===== src/sv/lzsswd_pkg.sv =====
// ----------------------------------------------------------------------------
// LZSS window decompressor package
// Constants, sequencer states and the window access request type.
// ----------------------------------------------------------------------------
`default_nettype none

package lzsswd_pkg;

    localparam int WINDOW_SIZE = 4096;
    localparam int ADDR_W      = $clog2(WINDOW_SIZE);
    localparam int FILL_W      = ADDR_W + 1;
    localparam int CNT_W       = 5;

    localparam logic [ADDR_W-1:0] START_POS  = ADDR_W'(4078);
    localparam logic [FILL_W-1:0] FILL_FULL  = FILL_W'(WINDOW_SIZE);
    localparam logic [CNT_W-1:0]  LEN_BIAS   = CNT_W'(3);
    localparam logic [15:0]       FLAG_FILL  = 16'hFF00;

    typedef enum logic [1:0] {
        S_IDLE,
        S_READ,
        S_EMIT
    } t_state;

    typedef struct packed {
        logic              rd_en;
        logic [ADDR_W-1:0] rd_addr;
        logic              wr_en;
        logic [ADDR_W-1:0] wr_addr;
        logic [7:0]        wr_data;
        logic              clear;
    } t_win_req;

endpackage

`default_nettype wire


===== src/sv/lzsswd_if.sv =====
// ----------------------------------------------------------------------------
// LZSS window decompressor channels
// Valid/ready channels for compressed input bytes and decompressed output.
// ----------------------------------------------------------------------------
`default_nettype none

interface lzsswd_in_if;
    logic       valid;
    logic       ready;
    logic [7:0] in_byte;
    logic       in_last;

    modport source (output valid, output in_byte, output in_last, input ready);
    modport sink   (input valid, input in_byte, input in_last, output ready);
    modport mon    (input valid, input in_byte, input in_last, input ready);
endinterface

interface lzsswd_out_if;
    logic       valid;
    logic       ready;
    logic [7:0] out_byte;
    logic       out_last;

    modport source (output valid, output out_byte, output out_last, input ready);
    modport sink   (input valid, input out_byte, input out_last, output ready);
    modport mon    (input valid, input out_byte, input out_last, input ready);
endinterface

`default_nettype wire


===== src/sv/lzsswd_ctrl.sv =====
// ----------------------------------------------------------------------------
// LZSS parse sequencer
// Parses flag, literal and reference bytes and steps the copy loop one byte
// at a time through the shared window port, feeding an output register.
// ----------------------------------------------------------------------------
`default_nettype none

module lzsswd_ctrl (
    input  wire logic                   i_clk,
    input  wire logic                   i_rst_n,
    lzsswd_in_if.sink                   i_in,
    lzsswd_out_if.source                o_out,
    output lzsswd_pkg::t_win_req        o_win,
    input  wire logic [7:0]             i_rd_byte
);

    lzsswd_pkg::t_state                 r_state, n_state;
    logic [15:0]                        r_flag, n_flag;
    logic                               r_phase, n_phase;
    logic [7:0]                         r_ref_low, n_ref_low;
    logic [lzsswd_pkg::ADDR_W-1:0]      r_wpos, n_wpos;
    logic                               r_last_pend, n_last_pend;
    logic                               r_out_valid, n_out_valid;
    logic [lzsswd_pkg::ADDR_W-1:0]      r_src, n_src;
    logic [lzsswd_pkg::CNT_W-1:0]       r_cnt, n_cnt;
    logic [7:0]                         r_out_byte, n_out_byte;
    logic                               r_out_last, n_out_last;
    logic                               out_free;
    logic                               accept;
    logic                               do_reset;

    assign out_free   = !r_out_valid || o_out.ready;
    assign i_in.ready = (r_state == lzsswd_pkg::S_IDLE) && out_free;
    assign accept     = i_in.valid && i_in.ready;

    assign o_out.valid    = r_out_valid;
    assign o_out.out_byte = r_out_byte;
    assign o_out.out_last = r_out_last;

    always_comb begin
        n_state     = r_state;
        n_flag      = r_flag;
        n_phase     = r_phase;
        n_ref_low   = r_ref_low;
        n_wpos      = r_wpos;
        n_last_pend = r_last_pend;
        n_src       = r_src;
        n_cnt       = r_cnt;
        n_out_byte  = r_out_byte;
        n_out_last  = r_out_last;
        n_out_valid = r_out_valid && !o_out.ready;
        do_reset    = 1'b0;

        o_win         = '0;
        o_win.rd_addr = r_src;
        o_win.wr_addr = r_wpos;
        o_win.wr_data = i_rd_byte;

        case (r_state)
            lzsswd_pkg::S_IDLE: begin
                if (accept) begin
                    if (r_phase) begin
                        // second reference byte: start the copy
                        n_src       = {i_in.in_byte[7:4], r_ref_low};
                        n_cnt       = lzsswd_pkg::CNT_W'({1'b0, i_in.in_byte[3:0]})
                                      + lzsswd_pkg::LEN_BIAS;
                        n_last_pend = i_in.in_last;
                        n_state     = lzsswd_pkg::S_READ;
                    end else if (!r_flag[8]) begin
                        n_flag   = lzsswd_pkg::FLAG_FILL | {8'h00, i_in.in_byte};
                        do_reset = i_in.in_last;
                    end else if (r_flag[0]) begin
                        o_win.wr_en   = 1'b1;
                        o_win.wr_data = i_in.in_byte;
                        n_wpos        = r_wpos + 1'b1;
                        n_out_valid   = 1'b1;
                        n_out_byte    = i_in.in_byte;
                        n_out_last    = 1'b1;
                        n_flag        = {1'b0, r_flag[15:1]};
                        do_reset      = i_in.in_last;
                    end else begin
                        n_ref_low = i_in.in_byte;
                        n_phase   = 1'b1;
                        do_reset  = i_in.in_last;
                    end
                end
            end
            lzsswd_pkg::S_READ: begin
                o_win.rd_en = 1'b1;
                n_state     = lzsswd_pkg::S_EMIT;
            end
            lzsswd_pkg::S_EMIT: begin
                // hold the read byte until the output register frees up
                if (out_free) begin
                    o_win.wr_en = 1'b1;
                    n_wpos      = r_wpos + 1'b1;
                    n_src       = r_src + 1'b1;
                    n_cnt       = r_cnt - 1'b1;
                    n_out_valid = 1'b1;
                    n_out_byte  = i_rd_byte;
                    n_out_last  = (r_cnt == lzsswd_pkg::CNT_W'(1));
                    if (r_cnt == lzsswd_pkg::CNT_W'(1)) begin
                        n_flag   = {1'b0, r_flag[15:1]};
                        n_phase  = 1'b0;
                        n_state  = lzsswd_pkg::S_IDLE;
                        do_reset = r_last_pend;
                    end else begin
                        n_state = lzsswd_pkg::S_READ;
                    end
                end
            end
            default: begin
                n_state = lzsswd_pkg::S_IDLE;
            end
        endcase

        // end of stream: drop parse state and empty the window
        if (do_reset) begin
            n_flag      = '0;
            n_phase     = 1'b0;
            n_ref_low   = '0;
            n_wpos      = lzsswd_pkg::START_POS;
            n_last_pend = 1'b0;
            o_win.clear = 1'b1;
        end
    end

    always_ff @(posedge i_clk) begin
        if (!i_rst_n) begin
            r_state     <= lzsswd_pkg::S_IDLE;
            r_flag      <= '0;
            r_phase     <= 1'b0;
            r_ref_low   <= '0;
            r_wpos      <= lzsswd_pkg::START_POS;
            r_last_pend <= 1'b0;
            r_out_valid <= 1'b0;
        end else begin
            r_state     <= n_state;
            r_flag      <= n_flag;
            r_phase     <= n_phase;
            r_ref_low   <= n_ref_low;
            r_wpos      <= n_wpos;
            r_last_pend <= n_last_pend;
            r_out_valid <= n_out_valid;
        end
    end

    always_ff @(posedge i_clk) begin
        r_src      <= n_src;
        r_cnt      <= n_cnt;
        r_out_byte <= n_out_byte;
        r_out_last <= n_out_last;
    end

endmodule

`default_nettype wire


===== src/flat_wrapper.sv =====
// flat-port wrapper written by rule: the top's interface ports become plain ports
module lzsswd_ctrl_flat 
  (i_clk, i_rst_n, o_win, i_rd_byte, i_in_valid, i_in_in_byte, i_in_in_last, i_in_ready, o_out_valid, o_out_out_byte, o_out_out_last, o_out_ready);
  lzsswd_in_if i_in_i ();
  lzsswd_out_if o_out_i ();
  input  wire logic i_clk;
  input  wire logic i_rst_n;
  output lzsswd_pkg::t_win_req o_win;
  input  wire logic [7:0] i_rd_byte;
  input wire logic [$bits(i_in_i.valid)-1:0] i_in_valid;
  input wire logic [$bits(i_in_i.in_byte)-1:0] i_in_in_byte;
  input wire logic [$bits(i_in_i.in_last)-1:0] i_in_in_last;
  output wire logic [$bits(i_in_i.ready)-1:0] i_in_ready;
  output wire logic [$bits(o_out_i.valid)-1:0] o_out_valid;
  output wire logic [$bits(o_out_i.out_byte)-1:0] o_out_out_byte;
  output wire logic [$bits(o_out_i.out_last)-1:0] o_out_out_last;
  input wire logic [$bits(o_out_i.ready)-1:0] o_out_ready;
  assign i_in_i.valid = i_in_valid;
  assign i_in_i.in_byte = i_in_in_byte;
  assign i_in_i.in_last = i_in_in_last;
  assign i_in_ready = i_in_i.ready;
  assign o_out_valid = o_out_i.valid;
  assign o_out_out_byte = o_out_i.out_byte;
  assign o_out_out_last = o_out_i.out_last;
  assign o_out_i.ready = o_out_ready;
  lzsswd_ctrl u_core (.i_clk(i_clk), .i_rst_n(i_rst_n), .i_in(i_in_i), .o_out(o_out_i), .o_win(o_win), .i_rd_byte(i_rd_byte));
endmodule

===== config.mk =====
export PLATFORM = sky130hd
export DESIGN_NAME = lzsswd_ctrl_flat
export DESIGN_NICKNAME = d
export VERILOG_FILES = /design/src/sv/lzsswd_pkg.sv /design/src/sv/lzsswd_if.sv /design/src/sv/lzsswd_ctrl.sv /design/src/flat_wrapper.sv
export SDC_FILE = /design/constraint.sdc
export NUM_CORES = 1
export LEC_CHECK = 0
export BUFFER_PORTS_ARGS = -buffer_cell sky130_fd_sc_hd__buf_2
export CAP_MARGIN = 20
export CELL_PAD_IN_SITES_DETAIL_PLACEMENT = 1
export CELL_PAD_IN_SITES_GLOBAL_PLACEMENT = 2
export CORE_AREA = 2 2 100 102
export CTS_CLUSTER_SIZE = 25
export DETAILED_ROUTE_END_ITERATION = 16
export DIE_AREA = 0 0 102 104
export HOLD_SLACK_MARGIN = 0.12
export PLACE_DENSITY = 0.8
export SETUP_SLACK_MARGIN = 0.2
export SLEW_MARGIN = 5
export SYNTH_ARGS = -nofsm -noshare
export SYNTH_HDL_FRONTEND = slang
export SYNTH_SLANG_ARGS = --single-unit

===== constraint.sdc =====
create_clock -name i_clk -period 5.2 [get_ports i_clk]
set_clock_uncertainty 0.05 [all_clocks]
set_input_delay 0.52 -clock i_clk [delete_from_list [all_inputs] [get_ports i_clk]]
set_output_delay 0.52 -clock i_clk [all_outputs]
set_load 0.05 [all_outputs]

==> impl_metrics.env <==
export IMPL_dp_hpwl_um=6057
export IMPL_post_drt_wl_per_cell_um=15.18
export IMPL_period_needed_ns=2.923
export IMPL_place_inst=543
export IMPL_netlist_instances=361
export IMPL_rows=36
export IMPL_place_congestion=0.7589
export IMPL_status="completed"
export IMPL_die_w_um=102
export IMPL_synth_cell_types=44
export IMPL_post_cts_buffers=0
export IMPL_ir_worst_vdd_uv=143.9
export IMPL_start_util=0.3497
export IMPL_layout_commonest_cell="nand2_1"
export IMPL_via_count=2816
export IMPL_fp_dieH_um=104
export IMPL_area_growth_synth_to_final_pct=19.56
export IMPL_ant_nets=0
export IMPL_drtIter0Drc=99
export IMPL_slew_headroom=0.3073
export IMPL_finalHoldViolCount=0
export IMPL_synth_nets=387
export IMPL_worst_pin_slew_ns=1.032
export IMPL_ioPinCount=67
export IMPL_cts_tree="built"
export IMPL_firstDrtPassIters=4
export IMPL_p_leak_nw=1.559
export IMPL_gr_total_overflow=0
export IMPL_syn_area_sq_um=3339
export IMPL_ys_ff_latch=67
export IMPL_num_nets_final=447
export IMPL_worstPathArrival_ns=2.35
export IMPL_layout_drive_gt1_share=0.2347
export IMPL_port_buffers=66
export IMPL_required_ns=4.63
export IMPL_routed_wirelength_um=8488
export IMPL_vias_per_cell=5.038
export IMPL_clock_path_buffers=2
export IMPL_grt_pass1_vias=2675
export IMPL_drv_cap=0
export IMPL_setup_viol=0
export IMPL_final_setup_worst_slack_ns=2.277
export IMPL_die_area_sq_um=10610
export IMPL_worstPathMaxFanout=5
export IMPL_yosys_most_used_dff="dfxtp_1"
export IMPL_ctsHoldBuffers=0
export IMPL_core_area_sq_um=9549
export IMPL_ys_async_sr_fraction=0
export IMPL_antenna_found_initial=0
export IMPL_clock_latency_ns=0.34
export IMPL_syn_area_per_cell_sq_um=9.251
export IMPL_finalSetupTns_ns=0
export IMPL_slew_violations=0
export IMPL_layout_common_cells="nand2_1, buf_2, dfxtp_1, nor2_1, edfxtp_1"
export IMPL_yosysSeqAreaShare=0.4796
export IMPL_synth_edf_count=26
export IMPL_clk_pin_slew_ns=0.08
export IMPL_p_per_area_nw_per_um2=313.0
export IMPL_drc=0
export IMPL_cts_resized_gates=0
export IMPL_clkSinkCount=67
export IMPL_cts_max_level=3
export IMPL_cts_root_buf="clkbuf_8"
export IMPL_end_kind="primary output"
export IMPL_grt_usage=0.1640
export IMPL_clock_fmax_mhz=342.1
export IMPL_fin_crit_sh=0.5622
export IMPL_min_path_type="input pin to flop"
export IMPL_final_cells=559
export IMPL_place_ws_ns=2.426
export IMPL_rsz0062_at_grt="no"
export IMPL_ys_warn_count=0
export IMPL_path_class="flop to primary output"
export IMPL_crit_path_start_kind="flop"
export IMPL_grt_max_degree=35
export IMPL_n_antenna_cell=0
export IMPL_cts_made_buffers=9
export IMPL_grt_pass1_wl_um=13700
-- worst max-delay path: stages, from the launching register on --
cell and delay (ns):
edfxtp_1 0.41, inv_1 0.10, ha_1 0.17, or4b_1 0.50, nor3_2 0.30, nand2_1 0.16
nand2_1 0.10, buf_2 0.26
-- synthesized netlist by cell type, types with 2 or more instances --
master,count,share of area
a21oi_1,13,0.019
nor2b_1,6,0.011
nand2b_1,3,0.0056
clkbuf_1,10,0.011
a211oi_1,9,0.020
inv_1,6,0.0067
o21ai_0,18,0.027
buf_2,5,0.0075
dfxtp_1,41,0.25
a31oi_1,2,0.0037
mux2_2,6,0.020
buf_6,3,0.010
edfxtp_1,26,0.23
nand4b_1,2,0.0052
a2111oi_4,2,0.016
and3_1,3,0.0056
ha_1,5,0.019
nor3_1,17,0.025
nand3_1,12,0.018
or2_2,2,0.0037
xor2_1,9,0.024
nor2_1,36,0.040
nand2_1,74,0.083
xnor2_1,16,0.042
nand4_1,4,0.0075
a21boi_0,2,0.0045
mux2i_1,6,0.018
a221oi_1,6,0.016
buf_4,2,0.0045
-- flip-flops by register name, summed over array words and instances (netlist names), 2 cells and up --
| name | count |
|---|---|
| u_core.r_state | 2 |
| u_core.r_flag | 16 |
| u_core.o_out.out_byte | 8 |
| u_core.r_ref_low | 8 |
| u_core.r_wpos | 12 |
| u_core.r_src | 12 |
| u_core.r_cnt | 5 |
-- power by group --
part	total, mW	switching (mW)	internal [mW]
clock network	0.528	0.210	0.318
logic	0.144	0.100	0.0440
registers	0.578	0.0134	0.565
-- layer usage --
layer | track usage | part of all wire | vias to the layer above
met4 | 0.05333 | 0.013 | 0
met3 | 0.03629 | 0.044 | 9
met2 | 0.2462 | 0.45 | 67
li1 | - | - | 1390
met5 | 0 | 0 | -
met1 | 0.2329 | 0.50 | 1350
-- cells by family after synthesis --
kind of cell               synth area share
and+or+nand+nor                      0.2375
DFF                                  0.4796
AOI/OAI and AO/OA                    0.1203
buffers and inverters               0.04009
xor gates and xnor gates            0.06557
muxes                               0.03822
adders and majority gates           0.01873
-- layout make-up --
type	instances	area (sq um)
Multi-Input combinational cell	268	1609
Sequential cell	67	1602
Clock buffer	9	123.9
Fill cell	1151	5557
Clock inverter	7	116.4
Timing Repair Buffer	69	352.8
Tap cell	133	166.4
Inverter	6	22.52
-- path summary, 6_finish.rpt --
path                    start                       end  slack [ns]  cells past startpoint
max           u_core.r_cnt[1]                  o_win[0]        2.28                      7
min              i_rd_byte[5]  u_core.o_out.out_byte[5]        0.40                      3
max reg2reg   u_core.r_cnt[1]          u_core.r_flag[2]        2.67                      7
min reg2reg  u_core.r_flag[7]          u_core.r_flag[7]        0.41                      2
-- through the flow --
step | total power [mW] | area [sq um] | hold slack, ns | util
finish | 1.250 | 3993 | 0.4007 | 0.4181
global route | 1.306 | 3993 | 0.4015 | 0.4181
CTS | 1.266 | 3993 | 0.3866 | 0.4181
detailed placement | 0.7352 | 3752 | 0.4011 | 0.3930
global placement | 0.7313 | 3752 | 0.3951 | 0.3930
floorplan | 0.6934 | 3339 | 0.3861 | -
No activity file was read; power rests on OpenSTA's default activity.
